[config.mk]
export PLATFORM = sky130hd
export DESIGN_NAME = frr_div_pipe
export DESIGN_NICKNAME = d
export VERILOG_FILES = /design/src/rtl/frr_div_pipe.sv
export SDC_FILE = /design/constraint.sdc
export NUM_CORES = 1
export LEC_CHECK = 0
export BUFFER_PORTS_ARGS = -buffer_cell sky130_fd_sc_hd__buf_2
export CAP_MARGIN = 15
export CORE_MARGIN = 1
export CORE_UTILIZATION = 60
export DETAILED_ROUTE_END_ITERATION = 8
export PLACE_DENSITY = 0.76
export SYNTH_ARGS = -nofsm -noshare
export SYNTH_HDL_FRONTEND = slang
export SYNTH_SLANG_ARGS = --single-unit
export TNS_END_PERCENT = 100
[constraint.sdc]
create_clock -name clk -period 5.12 [get_ports clk]
set_input_delay 0.512 -clock clk [delete_from_list [all_inputs] [get_ports clk]]
set_output_delay 0.512 -clock clk [all_outputs]
set_load 0.005 [all_outputs]
[src/rtl/frr_div_pipe.sv]
`default_nettype none
// ----------------------------------------------------------------------------
// frr_div_pipe
// Pipelined restoring divider, several lanes side by side, one quotient bit
// per stage. The numerator's upper DW bits must be below the divisor.
// ----------------------------------------------------------------------------
module frr_div_pipe #(
	parameter int LANES = 1,
	parameter int DW    = 8,
	parameter int QW    = 8,
	parameter int SW    = 1
) (
	input  logic                             clk,
	input  logic                             arst_n,
	input  logic                             in_valid,
	input  logic [LANES-1:0][QW+DW-1:0]      num,
	input  logic [LANES-1:0][DW-1:0]         den,
	input  logic [SW-1:0]                    side_in,
	output logic                             out_valid,
	output logic [LANES-1:0][QW-1:0]         quo,
	output logic [SW-1:0]                    side_out
);

	logic                            vld_s  [QW+1];
	logic [LANES-1:0][DW-1:0]        rem_s  [QW+1];
	logic [LANES-1:0][DW-1:0]        den_s  [QW+1];
	logic [LANES-1:0][QW-1:0]        quo_s  [QW+1];
	logic [SW-1:0]                   side_s [QW+1];

	assign vld_s[0]  = in_valid;
	assign side_s[0] = side_in;

	always_comb begin
		for (int l = 0; l < LANES; l++) begin
			rem_s[0][l] = num[l][QW+DW-1:QW];
			quo_s[0][l] = num[l][QW-1:0];
			den_s[0][l] = den[l];
		end
	end

	for (genvar g = 0; g < QW; g++) begin : g_stage
		logic [LANES-1:0][DW:0] trial;
		logic [LANES-1:0]       ge;

		always_comb begin
			for (int l = 0; l < LANES; l++) begin
				trial[l] = {rem_s[g][l], quo_s[g][l][QW-1]};
				ge[l]    = trial[l] >= {1'b0, den_s[g][l]};
			end
		end

		always_ff @(posedge clk or negedge arst_n) begin
			if (!arst_n) begin
				vld_s[g+1] <= 1'b0;
			end else begin
				vld_s[g+1] <= vld_s[g];
			end
		end

		always_ff @(posedge clk) begin
			for (int l = 0; l < LANES; l++) begin
				rem_s[g+1][l] <= ge[l] ? DW'(trial[l] - {1'b0, den_s[g][l]}) : trial[l][DW-1:0];
				quo_s[g+1][l] <= {quo_s[g][l][QW-2:0], ge[l]};
				den_s[g+1][l] <= den_s[g][l];
			end
			side_s[g+1] <= side_s[g];
		end
	end

	assign out_valid = vld_s[QW];
	assign quo       = quo_s[QW];
	assign side_out  = side_s[QW];

endmodule
`default_nettype wire

==> results of run 1 <==
[path summary, 6_finish.rpt]
kind	start	end	slack [ns]
worst max-delay path	den_s[27]	g_stage[6].trial[7]	2.65
worst min-delay path	num[2]	quo_s[59]	0.17
worst max register to register	den_s[27]	g_stage[6].trial[7]	2.65
worst min register to register	side_s[3]	side_s[2]	0.33
max in group asynchronous	arst_n	vld_s[7]	4.51
min in group asynchronous	arst_n	vld_s[1]	0.45
[cells in the mapped netlist, types with 2 or more instances]
| library cell | count |
|---|---|
| a211oi_1 | 4 |
| a21o_1 | 19 |
| a21oi_1 | 34 |
| a311oi_1 | 2 |
| a31oi_1 | 5 |
| a41oi_2 | 2 |
| and4b_1 | 3 |
| buf_4 | 8 |
| clkbuf_1 | 2 |
| clkinv_1 | 2 |
| dfrtp_1 | 8 |
| dfxtp_1 | 184 |
| fa_1 | 7 |
| ha_1 | 64 |
| inv_1 | 80 |
| mux2_2 | 39 |
| mux2i_1 | 18 |
| nand2_1 | 21 |
| nand2b_1 | 14 |
| nand3_1 | 20 |
| nor2_1 | 27 |
| nor2b_1 | 18 |
| nor3_1 | 7 |
| nor4_1 | 2 |
| o2111ai_1 | 5 |
| o211ai_1 | 2 |
| o21a_1 | 11 |
| o21ai_0 | 24 |
| o21ai_2 | 2 |
| o31a_1 | 7 |
| or3_1 | 3 |
| or4_1 | 2 |
| or4b_2 | 4 |
| xnor2_1 | 15 |
| xor2_1 | 7 |
[per-stage QoR]
step                      area, µm²  power, W
final                          8420   0.00517
after global routing           8420   0.00550
after CTS                      8420   0.00518
after detailed placement       7820   0.00387
after global placement         7820   0.00379
after floorplan                7490   0.00351
[cell usage in the layout, fill, tap and decap left out, types with 20 or more instances in the layout]
cell type,count
mux2_2,39
dfxtp_1,184
nand2_1,21
nor2_1,27
buf_2,37
o21ai_0,24
ha_1,64
a21oi_1,34
inv_1,80
nand3_1,20
[routing by layer]
layer | vias up | track usage | part of all wire
met5 | - | 0 | 0
met3 | 31 | 0.0515 | 0.029
met1 | 2218 | 0.194 | 0.38
met2 | 97 | 0.407 | 0.56
met4 | 0 | 0.115 | 0.030
li1 | 2422 | - | -
[worst max-delay path, delay by kind of cell, from the launching register on]
kind	cells	cell delay (ns)
AO/OA/AOI/OAI	4	1.20
buffers and inverters	1	0.05
multiplexers	1	0.41
flip-flops	1	0.34
adder cells (fa/ha/maj)	1	0.35
[sequential cells by signal, summed over array words and instances, names as in the netlist]
name and flops:
den_s 56, side_s 7, quo_s 49, side_out 1, vld_s 7, out_valid 1, g_stage.trial 63, quo 8
[cells by family after synthesis]
logic type | after synthesis | synth area share
AO/OA/AOI/OAI | 122 | 0.111
XOR/XNOR | 22 | 0.0257
adder cells (fa/ha/maj) | 71 | 0.126
buffers and inverters | 93 | 0.0506
flip-flops | 192 | 0.518
multiplexers | 57 | 0.0827
AND/OR/NAND/NOR | 123 | 0.0860
[report_power, final]
| group | total, W | switching [W] | leakage [nW] | internal [W] |
|---|---|---|---|---|
| Clock | 0.00129 | 0.000586 | 0.281 | 0.000700 |
| Combinational | 0.00187 | 0.000948 | 1.98 | 0.000925 |
| Sequential | 0.00201 | 0.000144 | 1.64 | 0.00186 |
| Total | 0.00517 | 0.00168 | 3.91 | 0.00349 |
[final cells by class]
class                           count  area share
Timing Repair Buffer               38      0.0232
Sequential cell                   192       0.461
Inverter                           83      0.0370
Clock inverter                     14      0.0178
Clock buffer                       18      0.0522
Tap cell                          168      0.0250
Multi-Input combinational cell    395       0.383
==> flow_metrics.py, run 1 <==
metrics = {
    "final_layout": {
        "area_growth_pct": 12.4,
        "nets": 826,
        "regArea_mm2": 0.00388,
        "drive_above_1_share": 0.162,
        "final_util": 0.695,
        "fin_cells": 908,
        "fillerInstances": 922,
        "multi_input_area_mm2": 0.00323,
        "antenna-diode-count": 0,
    },
    "global_route": {
        "antenna_found_initial": 0,
        "grt_pass1_vias": 4790,
        "grt_util_all_layers": 0.207,
        "grt_pass1_wl_um": 20700,
        "grt_max_degree": 19,
        "overflow": 0,
    },
    "sta": {
        "finalSetupTns_ns": 0,
        "finalHoldViolCount": 0,
        "fin_crit_ns": 2.47,
        "period_share": 0.483,
        "fmax_mhz": 404,
        "worst_pin_slew_ns": 0.663,
        "rsz0062_at_grt": "no",
        "slew_headroom": 0.558,
        "skew_ns": 0.00928,
        "setup_ws_ns": 2.65,
        "hold_ws_ns": 0.172,
        "slew_viol_final": 0,
        "final-setup-viol-count": 0,
    },
    "power_and_ir_drop": {
        "ir_worst_vdd_mv": 0.276,
        "power_density_mw_per_mm2": 614,
        "p_leak_nw": 3.91,
    },
    "min_path": {
        "hold_depth": 1,
        "hp-class": "input port to flop",
    },
    "place": {
        "place_inst": 875,
        "hpwl_um": 9070,
        "dp_slack_ns": 2.53,
        "port_buffers": 37,
        "place_congestion": 0.833,
    },
    "clocking": {
        "cts_sinks": 192,
        "clkTransAtPathRegs_ns": 0.07,
        "post_cts_buffers": 0,
        "cts-root-buf": "clkbuf_16",
        "cts_tree": "yes",
        "clockBufferDepth": 2,
        "htree_levels": 4,
        "post_cts_resize_count": 0,
        "clkLatencyLatePin_ns": 0.44,
        "cts_buffers": 17,
        "cts_hold_buf": 1,
    },
    "floorplan": {
        "ios": 38,
        "die_h_um": 114,
        "die_x_um": 114,
        "start_util": 0.618,
        "floorplan.rows": 40,
        "core_mm2": 0.0121,
        "fp.dieArea_mm2": 0.0129,
    },
    "yosys": {
        "yosysUniqueCellTypes": 43,
        "dominantRegCellSynth": "dfxtp_1",
        "synth_warnings": 0,
        "syn_area_mm2": 0.00749,
        "synth_edf_count": 0,
        "syn_avg_cell_area_um2": 11.0,
        "synth_top_area_share": 0.492,
        "syn-instance-count": 680,
        "synth_top_area_cell": "dfxtp_1",
        "synth_seq_cells": 192,
        "syn-num-nets": 779,
        "yosysSeqAreaShare": 0.518,
        "yosys-top-cells-area": "dfxtp_1 (49%), ha_1 (11%), mux2_2 (5.9%)",
        "async_flop_share": 0.0417,
    },
    "critical_path": {
        "path_max_fanout": 8,
        "crit_type": "flop to flop",
        "reg2reg_depth": 7,
        "crit_path_end_kind": "flop",
        "worstPathArrival_ns": 2.80,
        "max_stage_delay_ns": 0.67,
        "cp-start-kind": "flop",
        "slowest_stage": "a2111oi_4",
        "crit_chain": "inv_1 > ha_1 > a21o_1 > a21oi_2 > a31oi_1 > a2111oi_4 > mux2_2",
        "cp.required_ns": 5.44,
    },
    "detailed_routing": {
        "drt-pass1-iter-count": 5,
        "num_vias": 4768,
        "wl_per_cell_um": 13.4,
        "vias_per_cell": 5.25,
        "drt_wl_total_um": 12200,
        "drt_iter0_drc": 220,
        "ant_nets": 0,
        "drc_errors": 0,
    },
    "job": {
        "max-cap-violations": 0,
    },
    "outcome": {
        "status": "completed",
    },
}
Power figures use the tool's default switching activity.
==> run 2, diff against run 1 <==
--- a/config.mk
+++ b/config.mk
@@ -8,9 +8,9 @@
 export BUFFER_PORTS_ARGS = -buffer_cell sky130_fd_sc_hd__buf_2
 export CAP_MARGIN = 15
 export CORE_MARGIN = 1
-export CORE_UTILIZATION = 60
+export CORE_UTILIZATION = 55
 export DETAILED_ROUTE_END_ITERATION = 8
-export PLACE_DENSITY = 0.76
+export PLACE_DENSITY = 0.74
 export SYNTH_ARGS = -nofsm -noshare
 export SYNTH_HDL_FRONTEND = slang
 export SYNTH_SLANG_ARGS = --single-unit
==> constraint.sdc (replaced) <==
create_clock -name clk -period 2.2 [get_ports clk]
set_input_delay 0.22 -clock clk [delete_from_list [all_inputs] [get_ports clk]]
set_output_delay 0.22 -clock clk [all_outputs]
set_load 0.005 [all_outputs]
==> run 2 against run 1 <==
Compared with the run above: register-to-register slack worse by 2.5 ns; first-iteration DRC count decreased by 22%; highest routed layer unchanged; setup slack worse by 2.6 ns; die area up 8.9%; flip-flop and latch count unchanged.
==> flow_metrics.py, run 2 (synthesis gave the netlist of run 1 again) <==
metrics = {
    "clocking": {
        "cts-root-buf": "clkbuf_16",
        "cts_sinks": 192,
        "clkTransAtPathRegs_ns": 0.07,
        "cts_buffers": 17,
        "htree_levels": 4,
        "clkLatencyLatePin_ns": 0.43,
        "cts_tree": "yes",
        "clockBufferDepth": 2,
    },
    "power_and_ir_drop": {
        "p_leak_nw": 4.06,
        "ir_worst_vdd_mv": 0.625,
        "power_density_mw_per_mm2": 1400,
        "power.total_w": 0.0123,
    },
    "critical_path": {
        "crit_chain": "dlygate4sd3_1 > buf_2 > ha_2 > fa_2 > nor2b_1 > o31a_1 > or4b_2 > nand3_1 > mux2_2",
        "crit_path_end_kind": "flop",
        "crit_type": "input port to flop",
        "max_stage_delay_ns": 0.62,
        "cp-start-kind": "input port",
        "cp.required_ns": 2.58,
        "worstPathArrival_ns": 2.50,
        "slowest_stage": "or4b_2",
        "path_max_fanout": 3,
    },
    "final_layout": {
        "drive_above_1_share": 0.179,
        "antenna-diode-count": 0,
        "largest_register_ff_count": 63,
        "area_growth_pct": 16.8,
        "final_common_cell": "dfxtp_1",
        "nets": 855,
        "final_cell_mix": "dfxtp_1 (183), inv_1 (80), ha_1 (62)",
        "fillerInstances": 1002,
    },
    "global_route": {
        "overflow": 0,
        "grt_max_degree": 18,
        "antenna_found_initial": 0,
        "grt_util_all_layers": 0.191,
        "grt_pass1_vias": 4979,
        "grt_pass1_wl_um": 21300,
    },
    "sta": {
        "fin_crit_ns": 2.12,
        "skew_ns": 0.00684,
        "setup_ws_ns": 0.0792,
        "worst_pin_slew_ns": 0.395,
        "period_share": 0.964,
        "slew_viol_final": 0,
        "final-setup-viol-count": 0,
        "fmax_mhz": 472,
        "slew_headroom": 0.734,
        "finalHoldViolCount": 0,
    },
    "floorplan": {
        "floorplan.rows": 42,
        "core_mm2": 0.0132,
        "start_util": 0.566,
        "die_x_um": 119,
        "ios": 38,
        "die_h_um": 119,
        "fp.dieArea_mm2": 0.0141,
    },
    "detailed_routing": {
        "drc_errors": 0,
        "drt-pass1-iter-count": 4,
        "vias_per_cell": 5.08,
        "wl_per_cell_um": 13.3,
        "drt_wl_total_um": 12600,
        "drt_iter0_drc": 171,
        "num_vias": 4800,
        "ant_nets": 0,
    },
    "place": {
        "dp_slack_ns": 0.0739,
        "hpwl_um": 9430,
        "place_congestion": 0.858,
        "port_buffers": 37,
    },
    "job": {
        "max-cap-violations": 0,
    },
    "outcome": {
        "status": "completed",
    },
    "min_path": {
        "hp-class": "input port to flop",
    },
}
-- run 2: final timing paths --
kind	start	to	slack [ns]	depth (start not counted)
worst max-delay path	den[0]	g_stage[1].trial[7]	0.08	9
worst min-delay path	num[14]	g_stage[1].trial[8]	0.04	2
worst max register to register	den_s[19]	g_stage[7].trial[7]	0.10	7
worst min register to register	quo_s[9]	quo[2]	0.33	0
max in group asynchronous	arst_n	vld_s[1]	1.86	2
min in group asynchronous	arst_n	out_valid	0.17	2
-- run 2: worst max-delay path: cells and delay by family --
family	cells	cell delay, ns
AO/OA/AOI/OAI	1	0.27
adder cells (fa/ha/maj)	2	0.44
buffers and inverters	2	0.63
multiplexers	1	0.14
AND/OR/NAND/NOR	3	0.78
-- run 2: power by group --
| group | switching [W] | internal, W |
|---|---|---|
| clock network | 0.00132 | 0.00172 |
| logic | 0.00221 | 0.00236 |
| registers | 0.000343 | 0.00434 |
-- run 2: cell type report --
type                            instances  area, µm²  area share
Clock buffer                           21        482      0.0550
Clock inverter                         11        123      0.0140
Inverter                               83        312      0.0356
Multi-Input combinational cell        395       3260       0.372
Sequential cell                       192       3880       0.444
Tap cell                              176        220      0.0252
Timing Repair Buffer                   67        472      0.0539
-- run 2: stage by stage --
| stage | hold WS [ns] | cells | instance area [µm²] | TNS (ns) | util |
|---|---|---|---|---|---|
| floorplan | -0.0756 | 680 | 7490 | 0 | - |
| global placement | 0.0609 | 894 | 7920 | 0 | 0.598 |
| detailed placement | 0.0759 | 894 | 7920 | 0 | 0.598 |
| CTS | 0.0176 | 944 | 8710 | 0 | 0.658 |
| global route | 0.0361 | 945 | 8750 | -0.00326 | 0.661 |
| finish | 0.0373 | 945 | 8750 | 0 | 0.661 |
-- run 2: layer usage --
layer	global-route usage	vias to the layer above	part of all wire
met4	0.0918	0	0.024
met2	0.383	62	0.57
met3	0.0492	22	0.025
met1	0.175	2245	0.38
met5	0	-	0
li1	-	2471	-
-- run 2: repair_timing --
item                                    4_1_cts  5_1_grt
setup buffers                                 0        1
gates resized for setup                       0        9
endpoints found under the setup margin        0       22
endpoints found under the hold margin        25        0
hold buffers                                 18        0
