$ cat config.mk
export PLATFORM = sky130hd
export DESIGN_NAME = frr_sqrt_pipe
export DESIGN_NICKNAME = d
export VERILOG_FILES = /design/src/rtl/frr_sqrt_pipe.sv
export SDC_FILE = /design/constraint.sdc
export NUM_CORES = 1
export LEC_CHECK = 0
export BUFFER_PORTS_ARGS = -buffer_cell sky130_fd_sc_hd__clkbuf_2
export CORE_UTILIZATION = 30
export DETAILED_ROUTE_END_ITERATION = 7
export SYNTH_ARGS = -nofsm -noshare
export SYNTH_HDL_FRONTEND = slang
export SYNTH_SLANG_ARGS = --single-unit
$ cat constraint.sdc
create_clock -name clk -period 1.9 [get_ports clk]
set_input_delay 0.19 -clock clk [delete_from_list [all_inputs] [get_ports clk]]
set_output_delay 0.19 -clock clk [all_outputs]
set_load 0.01 [all_outputs]
$ cat src/rtl/frr_sqrt_pipe.sv
`default_nettype none
// ----------------------------------------------------------------------------
// frr_sqrt_pipe
// Pipelined floor square root, one root bit per stage.
// ----------------------------------------------------------------------------
module frr_sqrt_pipe #(
	parameter int RW = 8,
	parameter int SW = 1
) (
	input  logic              clk,
	input  logic              arst_n,
	input  logic              in_valid,
	input  logic [2*RW-1:0]   rad,
	input  logic [SW-1:0]     side_in,
	output logic              out_valid,
	output logic [RW-1:0]     root,
	output logic [SW-1:0]     side_out
);

	logic              vld_s  [RW+1];
	logic [RW+1:0]     rem_s  [RW+1];
	logic [RW-1:0]     root_s [RW+1];
	logic [2*RW-1:0]   rad_s  [RW+1];
	logic [SW-1:0]     side_s [RW+1];

	assign vld_s[0]  = in_valid;
	assign rem_s[0]  = '0;
	assign root_s[0] = '0;
	assign rad_s[0]  = rad;
	assign side_s[0] = side_in;

	for (genvar g = 0; g < RW; g++) begin : g_stage
		logic [RW+3:0] cur;
		logic [RW+3:0] trial;
		logic          ge;

		// bring down the next two radicand bits, try root*4+1
		assign cur   = {rem_s[g], rad_s[g][2*RW-1:2*RW-2]};
		assign trial = {2'b00, root_s[g], 2'b01};
		assign ge    = cur >= trial;

		always_ff @(posedge clk or negedge arst_n) begin
			if (!arst_n) begin
				vld_s[g+1] <= 1'b0;
			end else begin
				vld_s[g+1] <= vld_s[g];
			end
		end

		always_ff @(posedge clk) begin
			rem_s[g+1]  <= ge ? (RW+2)'(cur - trial) : cur[RW+1:0];
			root_s[g+1] <= {root_s[g][RW-2:0], ge};
			rad_s[g+1]  <= {rad_s[g][2*RW-3:0], 2'b00};
			side_s[g+1] <= side_s[g];
		end
	end

	assign out_valid = vld_s[RW];
	assign root      = root_s[RW];
	assign side_out  = side_s[RW];

endmodule
`default_nettype wire

==> results of run 1 <==
[worst reg2reg max path: cells and delay by family (launching register included)]
kind | cells | cell delay (ps)
compound gates | 1 | 220
buf+inv | 1 | 180
flops | 1 | 290
mux | 1 | 340
simple gates | 2 | 710
[state kept, by name, indices dropped and copies added, names as in the netlist]
name	cells
g_stage.cur	77
g_stage.trial	28
out_valid	1
rad_s	42
root	8
side_out	1
side_s	7
vld_s	7
[what timing repair did]
action | CTS | global route
hold buffers | 20 | 0
gates cloned | 0 | 2
endpoints found under the hold margin | 27 | 0
buffers inserted | 1 | 3
setup endpoints to repair | 18 | 36
pin swaps | 4 | 13
resized for setup | 12 | 36
[cell families after synthesis]
group,Yosys count
xor gates and xnor gates,31
AOI/OAI and AO/OA,90
buffers and inverters,58
other,1
adders and majority gates,42
and+or+nand+nor,107
muxes,21
DFF,171
[per-layer routing]
metal	share of wire, %	wire [µm]	track usage (%)
met2	51	5130	17.6
met1	44	4410	10.7
met4	1.4	144	5.38
met3	3.2	320	3.80
met5	0	0	0
[area by class of cell]
class | count | area [µm²] | share of cell area, %
multi-input cells | 293 | 2420 | 32.0
well taps | 260 | 325 | 4.29
flip-flops and latches | 171 | 3470 | 45.8
clock buffers | 18 | 429 | 5.66
inverters | 52 | 195 | 2.57
clock inverters | 13 | 160 | 2.11
repair buffers | 80 | 579 | 7.64
[metrics by stage]
| step | cell area (µm²) | setup TNS (ps) | utilization [%] | setup slack, ps |
|---|---|---|---|---|
| 5_1_grt | 7580 | -23.0 | 40.0 | -10.5 |
| 2_1_floorplan | 5880 | 0 | - | 40.2 |
| 4_1_cts | 7350 | 0 | 38.8 | 13.0 |
| 6_report | 7580 | 0 | 40.0 | 41.4 |
| 3_3_place_gp | 6510 | -206 | 34.3 | -34.2 |
| 3_5_place_dp | 6510 | -1390 | 34.3 | -162 |
[worst paths after layout]
kind	start	end	slack (ps)
setup / recovery	g_stage[3].cur[11]$_DFF_P_	g_stage[4].cur[4]$_DFF_P_	40
hold / removal	arst_n	vld_s[1]$_DFF_PN0_	140
setup reg to reg	g_stage[3].cur[11]$_DFF_P_	g_stage[4].cur[4]$_DFF_P_	40
min in group clk	rad_s[122]$_DFF_P_	rad_s[108]$_DFF_P_	320
hold reg to reg	rad_s[122]$_DFF_P_	rad_s[108]$_DFF_P_	320
max in group asynchronous	arst_n	out_valid$_DFF_PN0_	1590
[where the power goes]
part	total, mW	leakage, nW	switching, mW	internal (mW)
Clock	3.39	0.285	1.43	1.97
Combinational	2.03	1.65	0.955	1.07
Sequential	4.49	1.46	0.324	4.16
[synthesized netlist by cell type, drive strengths merged, types with 2 or more instances]
library cell and n:
mux2i 5, or2 3, clkbuf 2, or4 4, and2 2, xor2 6
dfxtp 163, a31oi 2, nand3 8, and3 2, nor3 10, ha 42
a211oi 2, o211ai 3, nand2b 5, nand2 14, dfrtp 8, a21o 2
buf 4, nor2b 7, inv 52, o21ai 25, a21oi 26, nand3b 2
nor4 8, xnor2 25, or3 3, nor2 31, mux2 16, o2111ai 2
nand4 2, o31ai 3, nor3b 2, a21boi 2, a221o 2, o21a 12
[placed cells by master, fill, tap and decap left out, drive strengths merged, types with 4 or more instances in the layout]
cell and instances:
nor2 31, mux2 16, nand2b 5, nor3 10, or4 4, dfrtp 8, dfxtp 163, o21ai 25
nand2 14, nor4 8, xnor2 25, nor2b 7, o21a 12, clkinv 5, a21oi 26, mux2i 5
dlygate4sd3 20, clkbuf 47, buf 31, nand3 8, ha 42, inv 57, xor2 6
==> metrics, run 1 <==
initial antenna violation count=0; crit start category=register; xor/xnor share of the synthesized area=around 4.6%; CP Class=reg -> reg; main flop type after synthesis=dfxtp_1; CP bufs+invs=1; Post-Syn Instances=around 520; Synth Net Count=just under 600; DRT Pass-1 Iters=4; IO Port Bufs=29; Synth async-reset ratio=4.68%; ranking of synthesized cells by area=dfxtp_1, ha_1, xnor2_1, dfrtp_1, inv_1; area leader, netlist=dfxtp_1; final hold slack=around 140 ps; Inserted Clock Buffers=17; clock sinks=between 150 and 200; die area=slightly above 0.02 mm²; slew at the pin closest to its max-slew limit=503 ps; Simple-Gate Fraction of Synth Area=under 10%; Synth Area in Adders=between 8 and 9%; Starting Density=31.0%; Fill cells=roughly 1800; Final Max Tran Viols=0; Levels on crit path=5; # diodes=0; Die Span X=142 µm; Clock Root Buffer=clkbuf_16; Fmax=0.538 GHz; Antenna Nets Post-Route=0; Overall Power=roughly 10 mW; DIE HEIGHT=~140 µm; top cell type's share of synthesized area=roughly 56%; EDFF count, synth=0; number of max-cap violations=0; mux contribution to synthesized area=just under 4%; Yosys Warn Count=0; GR Overflow Total=0; syn_area_per_cell=around 11 µm²; Fin. Hold Viols=0; Worst Hold Class=in -> async; sequential-to-total area share from yosys stat=58.9%; first-pass GRT wire length=~16 mm; Relative slew margins=between 60% and 70%; R2R cell count=5; CP arrival=2160 ps; final non-filler cell total=about 900; CP max FO=8; fin crit period=roughly 1900 ps; Reg clk slew, reported paths=approximately 60 ps; share of cells above drive strength 1=between 20% and 30%; Tcrit/Tclk final=roughly 100%; CORE AREA=about 0.019 mm²; final net count=~680; synthesized cell area=0.00588 mm²; Leak Pwr=approximately 3.4 nW; status=finished, final reports clean; DR DRC count=0; RePlAce Congestion=0.906; WL final=around 10 mm; synth-to-layout area growth=29.0%; flops & latches, synth=approximately 170; largest family of logic cells by synthesized area=simple AND/OR/NAND/NOR gates; Worst EP required=2200 ps; Worst-Skew Late Latency=between 400 and 500 ps; RSZ-0062 raised after global routing=yes; CTS tree=done; CTS Buffer Depth=2; wire length per cell=between 10 and 15 µm; Placed Cells=between 800 and 900; Via density=between 4 and 5; post-synthesis compound-gate area fraction=9.77%; io pins=30; vias in the first global route=3777; # rows=50; worst-case clock skew=roughly 9.4 ps; DR iter-0 viols=161; largest net degree at the start of global routing=17; detailed placement HPWL=slightly below 7 mm; Max IR drop VDD=836 µV; slowest stage delay, CP=slightly above 500 ps; slowest cell on the critical path=or4_1; Setup violations, final=0; CTS H-tree depth=4; critical path endpoint category=register; Distinct cells, synth=58; Pwr per Cell Area=about 1300 mW/mm²; GRT Total Usage=approximately 10%; DR vias=around 3900; Worst path top cell family by delay=simple AND/OR/NAND/NOR gates; CP cell instances=or4_1, a41oi_1, nor3b_2, buf_4, mux2_1
Power figures use the tool's default switching activity.
==> run 2: changes to the inputs <==
ABC_AREA = 1   (was default)
==> metrics, run 2 <==
status=finished, final reports clean; Starting Density=a little under a third; IO Port Bufs=29; GRT Total Usage=a little over a tenth; synthesized cell area=about 0.0063 mm²; Tcrit/Tclk final=between 90% and 100%; commonest cells in the netlist=nand2_1, dfxtp_1, inv_1; # rows=52; GR Overflow Total=0; Worst Hold Class=in -> async; EDFF count, synth=0; crit start category=register; Post-Syn Instances=slightly above 700; vias in the first global route=roughly 4200; Leak Pwr=3.80 nW; DIE HEIGHT=147 µm; DR iter-0 viols=212; Synth async-reset ratio=around 4.7%; Worst EP required=around 2300 ps; Antenna Nets Post-Route=0; Fmax=approximately 0.57 GHz; CTS Buffer Depth=2; Fin. Hold Viols=0; WL final=between 10 and 15 mm; area leader, netlist=dfxtp_1; wire length per cell=9.87 µm; RSZ-0062 raised after global routing=no; number of max-cap violations=0; Pwr per Cell Area=about 1300 mW/mm²; share of cells above drive strength 1=12.1%; Synth Net Count=approximately 780; ranking of synthesized cells by area=dfxtp_1, nand2_1, ha_1, inv_1, nor2_1; CP max FO=12; synth-to-layout area growth=20.7%; Die Span X=around 150 µm; cell area after layout=between 0.007 and 0.008 mm²; Largest register FFs=77; R2R cell count=9; fin crit period=roughly 1700 ps; flops & latches, synth=171; top-count cell post-synth=nand2_1; syn_area_per_cell=between 8 and 9 µm²; largest net degree at the start of global routing=19; first-pass GRT wire length=18.2 mm; final net count=850; Setup TNS Final=0 ps; Clock Root Buffer=clkbuf_16; DR DRC count=0; io pins=30; critical path endpoint category=register; top cell type's share of synthesized area=51.6%; sequential-to-total area share from yosys stat=between 50 and 60%; Max IR drop VDD=728 µV; Setup violations, final=0; # diodes=0; Placed Cells=around 1000; CTS H-tree depth=4; CP Class=reg -> reg; Area after DPL=0.00679 mm²; detailed placement HPWL=between 7 and 8 mm; initial antenna violation count=0; DR vias=about 4400; worst-case clock skew=12.6 ps; Inserted Clock Buffers=17; Final Max Tran Viols=0; highest-count cells in the layout ignoring fill and taps=nand2_1, dfxtp_1, inv_1; CORE AREA=about 0.020 mm²; CP arrival=~2100 ps; CTS tree=done; final non-filler cell total=around 1100; Yosys Warn Count=0; clock sinks=approximately 170; Worst-Skew Late Latency=430 ps; Via density=about 4.2; commonest non-fill, non-tap cell in the layout=nand2_1; main flop type after synthesis=dfxtp_1; Overall Power=between 9 and 10 mW; Distinct cells, synth=30; DRT Pass-1 Iters=4; die area=about 0.022 mm²; Reg clk slew, reported paths=around 70 ps; RePlAce Congestion=about 0.85
## run 2: changes by cell type after synthesis, sizes merged, moves of 9 or more
cell   change
a21oi      +9
inv       +52
mux2      -16
nand2    +162
nand3     +37
nor2      +29
o21a      -12
o21ai     +14
xnor2     -17
## run 2: timing repair
action / in CTS / in global routing
hold buffers: 20 / 0
resized for setup: 0 / 9
setup buffers: 0 / 2
endpoints found under the hold margin: 27 / 0
setup endpoints to repair: 0 / 18
## run 2: final cells by class
type | instances | area (µm²)
fill | 2059 | 12800
clock inverter | 15 | 148
clock buffer | 17 | 425
tap | 270 | 338
sequential | 171 | 3460
multi-input combinational | 441 | 2470
inverter | 104 | 400
timing repair buffer | 53 | 388
## run 2: worst paths after layout
check | startpoint | endpoint | slack [ps]
worst max-delay path | g_stage[6].trial[5]$_DFF_P_ | g_stage[7].cur[4]$_DFF_P_ | 150
worst min-delay path | arst_n | vld_s[1]$_DFF_PN0_ | 140
worst max register to register | g_stage[6].trial[5]$_DFF_P_ | g_stage[7].cur[4]$_DFF_P_ | 150
worst min register to register | rad_s[102]$_DFF_P_ | rad_s[88]$_DFF_P_ | 320
max in group asynchronous | arst_n | out_valid$_DFF_PN0_ | 1590
min in group clk | rad_s[102]$_DFF_P_ | rad_s[88]$_DFF_P_ | 320
## run 2: layer usage
| metal | vias up | part of all wire (%) | track usage [%] |
|---|---|---|---|
| li1 | 2398 | - | - |
| met1 | 1966 | 46 | 11.8 |
| met2 | 65 | 48 | 18.3 |
| met3 | 16 | 3.6 | 3.35 |
| met4 | 0 | 1.8 | 4.64 |
| met5 | - | 0 | 0 |
## run 2: worst max-delay path, stage by stage (launching register included)
cell and delay [ps]:
dfxtp_1 370, inv_1 60, ha_1 330, nand2_1 100, nor2_1 60, a21oi_1 270, nand3_4 190, clkinv_4 160
nand2_1 90, o21ai_2 60
## run 2: metrics by stage
step	hold slack, ps	utilization (%)	setup WS, ps
3_5_place_dp	40.0	33.2	54.2
5_1_grt	164	37.3	15.8
4_1_cts	115	37.0	24.7
6_report	142	37.3	150
3_3_place_gp	37.5	33.2	37.7
2_1_floorplan	-106	-	375
## run 2: cells by family after synthesis
family                   synth area share, %
AO/OA/AOI/OAI                           6.93
adder cells (fa/ha/maj)                 8.31
AND/OR/NAND/NOR                         20.4
XOR/XNOR                                2.77
flip-flops                              54.8
other                                 0.0593
buffers and inverters                   6.71
## run 2: where the power goes
| group | internal, mW | switching (mW) | total, mW |
|---|---|---|---|
| sequential | 4.19 | 0.280 | 4.47 |
| combinational | 0.885 | 1.31 | 2.20 |
| clock | 1.74 | 1.54 | 3.28 |
| total | 6.82 | 3.13 | 9.95 |
==> run 3: changes to the inputs <==
clock period = 2.1 ns   (was 1.9 ns; I/O delays follow)
==> metrics, run 3 (synthesized netlist as in run 2, its figures left out) <==
status=finished, final reports clean; worst-case clock skew=roughly 8.1 ps; DR iter-0 viols=231; final net count=approximately 850; wire length per cell=9.90 µm; DIE HEIGHT=between 100 and 150 µm; die area=~0.022 mm²; crit start category=register; DRT Pass-1 Iters=4; met3 GRT Util=3.32%; Levels on crit path=9; Reg clk slew, reported paths=~70 ps; Largest register FFs=between 70 and 80; slowest stage delay, CP=between 300 and 400 ps; Fmax=around 0.53 GHz; DR DRC count=0; Antenna Nets Post-Route=0; met1 GRT Util=between 10 and 15%; switching pwr=about 2.8 mW; Worst Hold Class=in -> async; WL final=between 10 and 15 mm; CTS tree=done; Worst-Skew Late Latency=around 420 ps; Seq pwr share=44.0%; Setup TNS Final=0 ps; Worst path top cell family by delay=simple AND/OR/NAND/NOR gates; worst setup path startpoint=g_stage[6].trial[3]$_DFF_P_; CP cell instances=inv_1, ha_1, nand2_2, nor2_1, a21oi_1, nand3_2, inv_2, nand2_1, o21ai_2; critical path endpoint category=register; GRT Max-Usage Layer=met2; commonest non-fill, non-tap cell in the layout=nand2_1; IO Port Bufs=29; Max IR drop VDD=about 630 µV; CTS H-tree depth=4; Clk pwr share=34.9%; launching point of the worst reg2reg path=g_stage[6].trial[3]$_DFF_P_; # rows=between 50 and 60; Tcrit/Tclk final=around nine tenths; RePlAce Congestion=~0.85; Clock Root Buffer=clkbuf_16; first-pass GRT wire length=roughly 18 mm; Setup violations, final=0; post-CTS setup buffers=0; pre-CTS WS=239 ps; cell area after layout=around 0.0076 mm²; Die Span X=between 100 and 150 µm; reg2reg setup slack=210 ps; Inserted Clock Buffers=17; io pins=30; reg2reg end=g_stage[7].cur[5]$_DFF_P_; initial antenna violation count=0; Via density=between 4 and 5; number of max-cap violations=0; GR Overflow Total=0; Final Max Tran Viols=0; Leak Pwr=between 3 and 4 nW; Pint=between 6 and 7 mW; RSZ-0062 raised after global routing=no; M2 GR Usage=approximately a fifth; GRT Total Usage=10.6%; CP Class=reg -> reg; Worst EP required=2450 ps; Setup crit end=g_stage[7].cur[5]$_DFF_P_; Pwr per Cell Area=~1200 mW/mm²; share of cells above drive strength 1=between 10% and 20%; CP bufs+invs=2; synth-to-layout area growth=20.1%; Area after DPL=0.00677 mm²; R2R cell count=9; CP arrival=between 2000 and 2500 ps; highest-count cells in the layout ignoring fill and taps=nand2_1, dfxtp_1, inv_1; CTS Buffer Depth=2; slowest cell on the critical path=dfxtp_1; vias in the first global route=~4200; Starting Density=between 30% and 40%; Fin. Hold Viols=0; Comb pwr share=between 20% and 30%; detailed placement HPWL=just under 8 mm; CORE AREA=between 0.02 and 0.025 mm²; largest net degree at the start of global routing=17; Worst Setup Slack, final=214 ps; # diodes=0; switch share=around 30%; CP max FO=12; clock sinks=between 150 and 200; fin crit period=between 1500 and 2000 ps; DR vias=4424
==> run 3: changes by cell type in the layout (fill, tap and decap cells not counted), moves of 2 or more <==
cell       previous run  this run
ha_4                  2         0
bufinv_16             0         2
buf_4                 3         0
clkinv_8              2         0
ha_1                 40        42
inv_6                 6         4
inv_4                 2         0
inv_2                 1         4
==> run 3: repair_timing <==
action / 4_1_cts / 5_1_grt
endpoints found under the setup margin: 0 / 0
hold endpoints to repair: 27 / 0
gates resized for setup: 0 / 0
hold buffers: 20 / 0
==> run 3: metrics by stage <==
stage	hold WS, ps	instances	util, %	total power [mW]
2_1_floorplan	-85.6	719	-	5.61
3_3_place_gp	57.9	1015	33.1	6.04
3_5_place_dp	61.3	1015	33.1	6.06
4_1_cts	147	1067	37.2	9.33
5_1_grt	183	1067	37.2	9.84
6_report	169	1067	37.2	9.22
==> run 3: how the worst min path moves through the flow <==
stage / from / endpoint / slack (ps)
floorplan: arst_n / out_valid$_DFF_PN0_ / -90
global placement: arst_n / out_valid$_DFF_PN0_ / 60
detailed placement: arst_n / vld_s[7]$_DFF_PN0_ / 60
CTS: arst_n / vld_s[1]$_DFF_PN0_ / 150
global route: arst_n / vld_s[1]$_DFF_PN0_ / 180
finish: arst_n / vld_s[1]$_DFF_PN0_ / 170
==> run 3: power groups by stage <==
stage | clock, mW | sequential, mW | combinational [mW]
after floorplan | 0 | 4.06 | 1.55
after global placement | 0 | 4.13 | 1.91
after detailed placement | 0 | 4.13 | 1.93
after CTS | 3.31 | 4.06 | 1.96
after global routing | 3.46 | 4.11 | 2.26
final | 3.21 | 4.06 | 1.95
==> run 3: cell type report <==
cell class / instances / area, µm²
Timing Repair Buffer: 49 / 345
Inverter: 104 / 390
Clock inverter: 12 / 151
Tap cell: 270 / 338
Multi-Input combinational cell: 441 / 2430
Sequential cell: 171 / 3460
Fill cell: 2098 / 12800
Clock buffer: 20 / 468
==> run 3: layer usage <==
metal  up-vias  part of all wire [%]
li1       2395                     -
met1      1954                    47
met2        65                    48
met3        10                   3.5
met4         0                   1.3
met5         -                     0
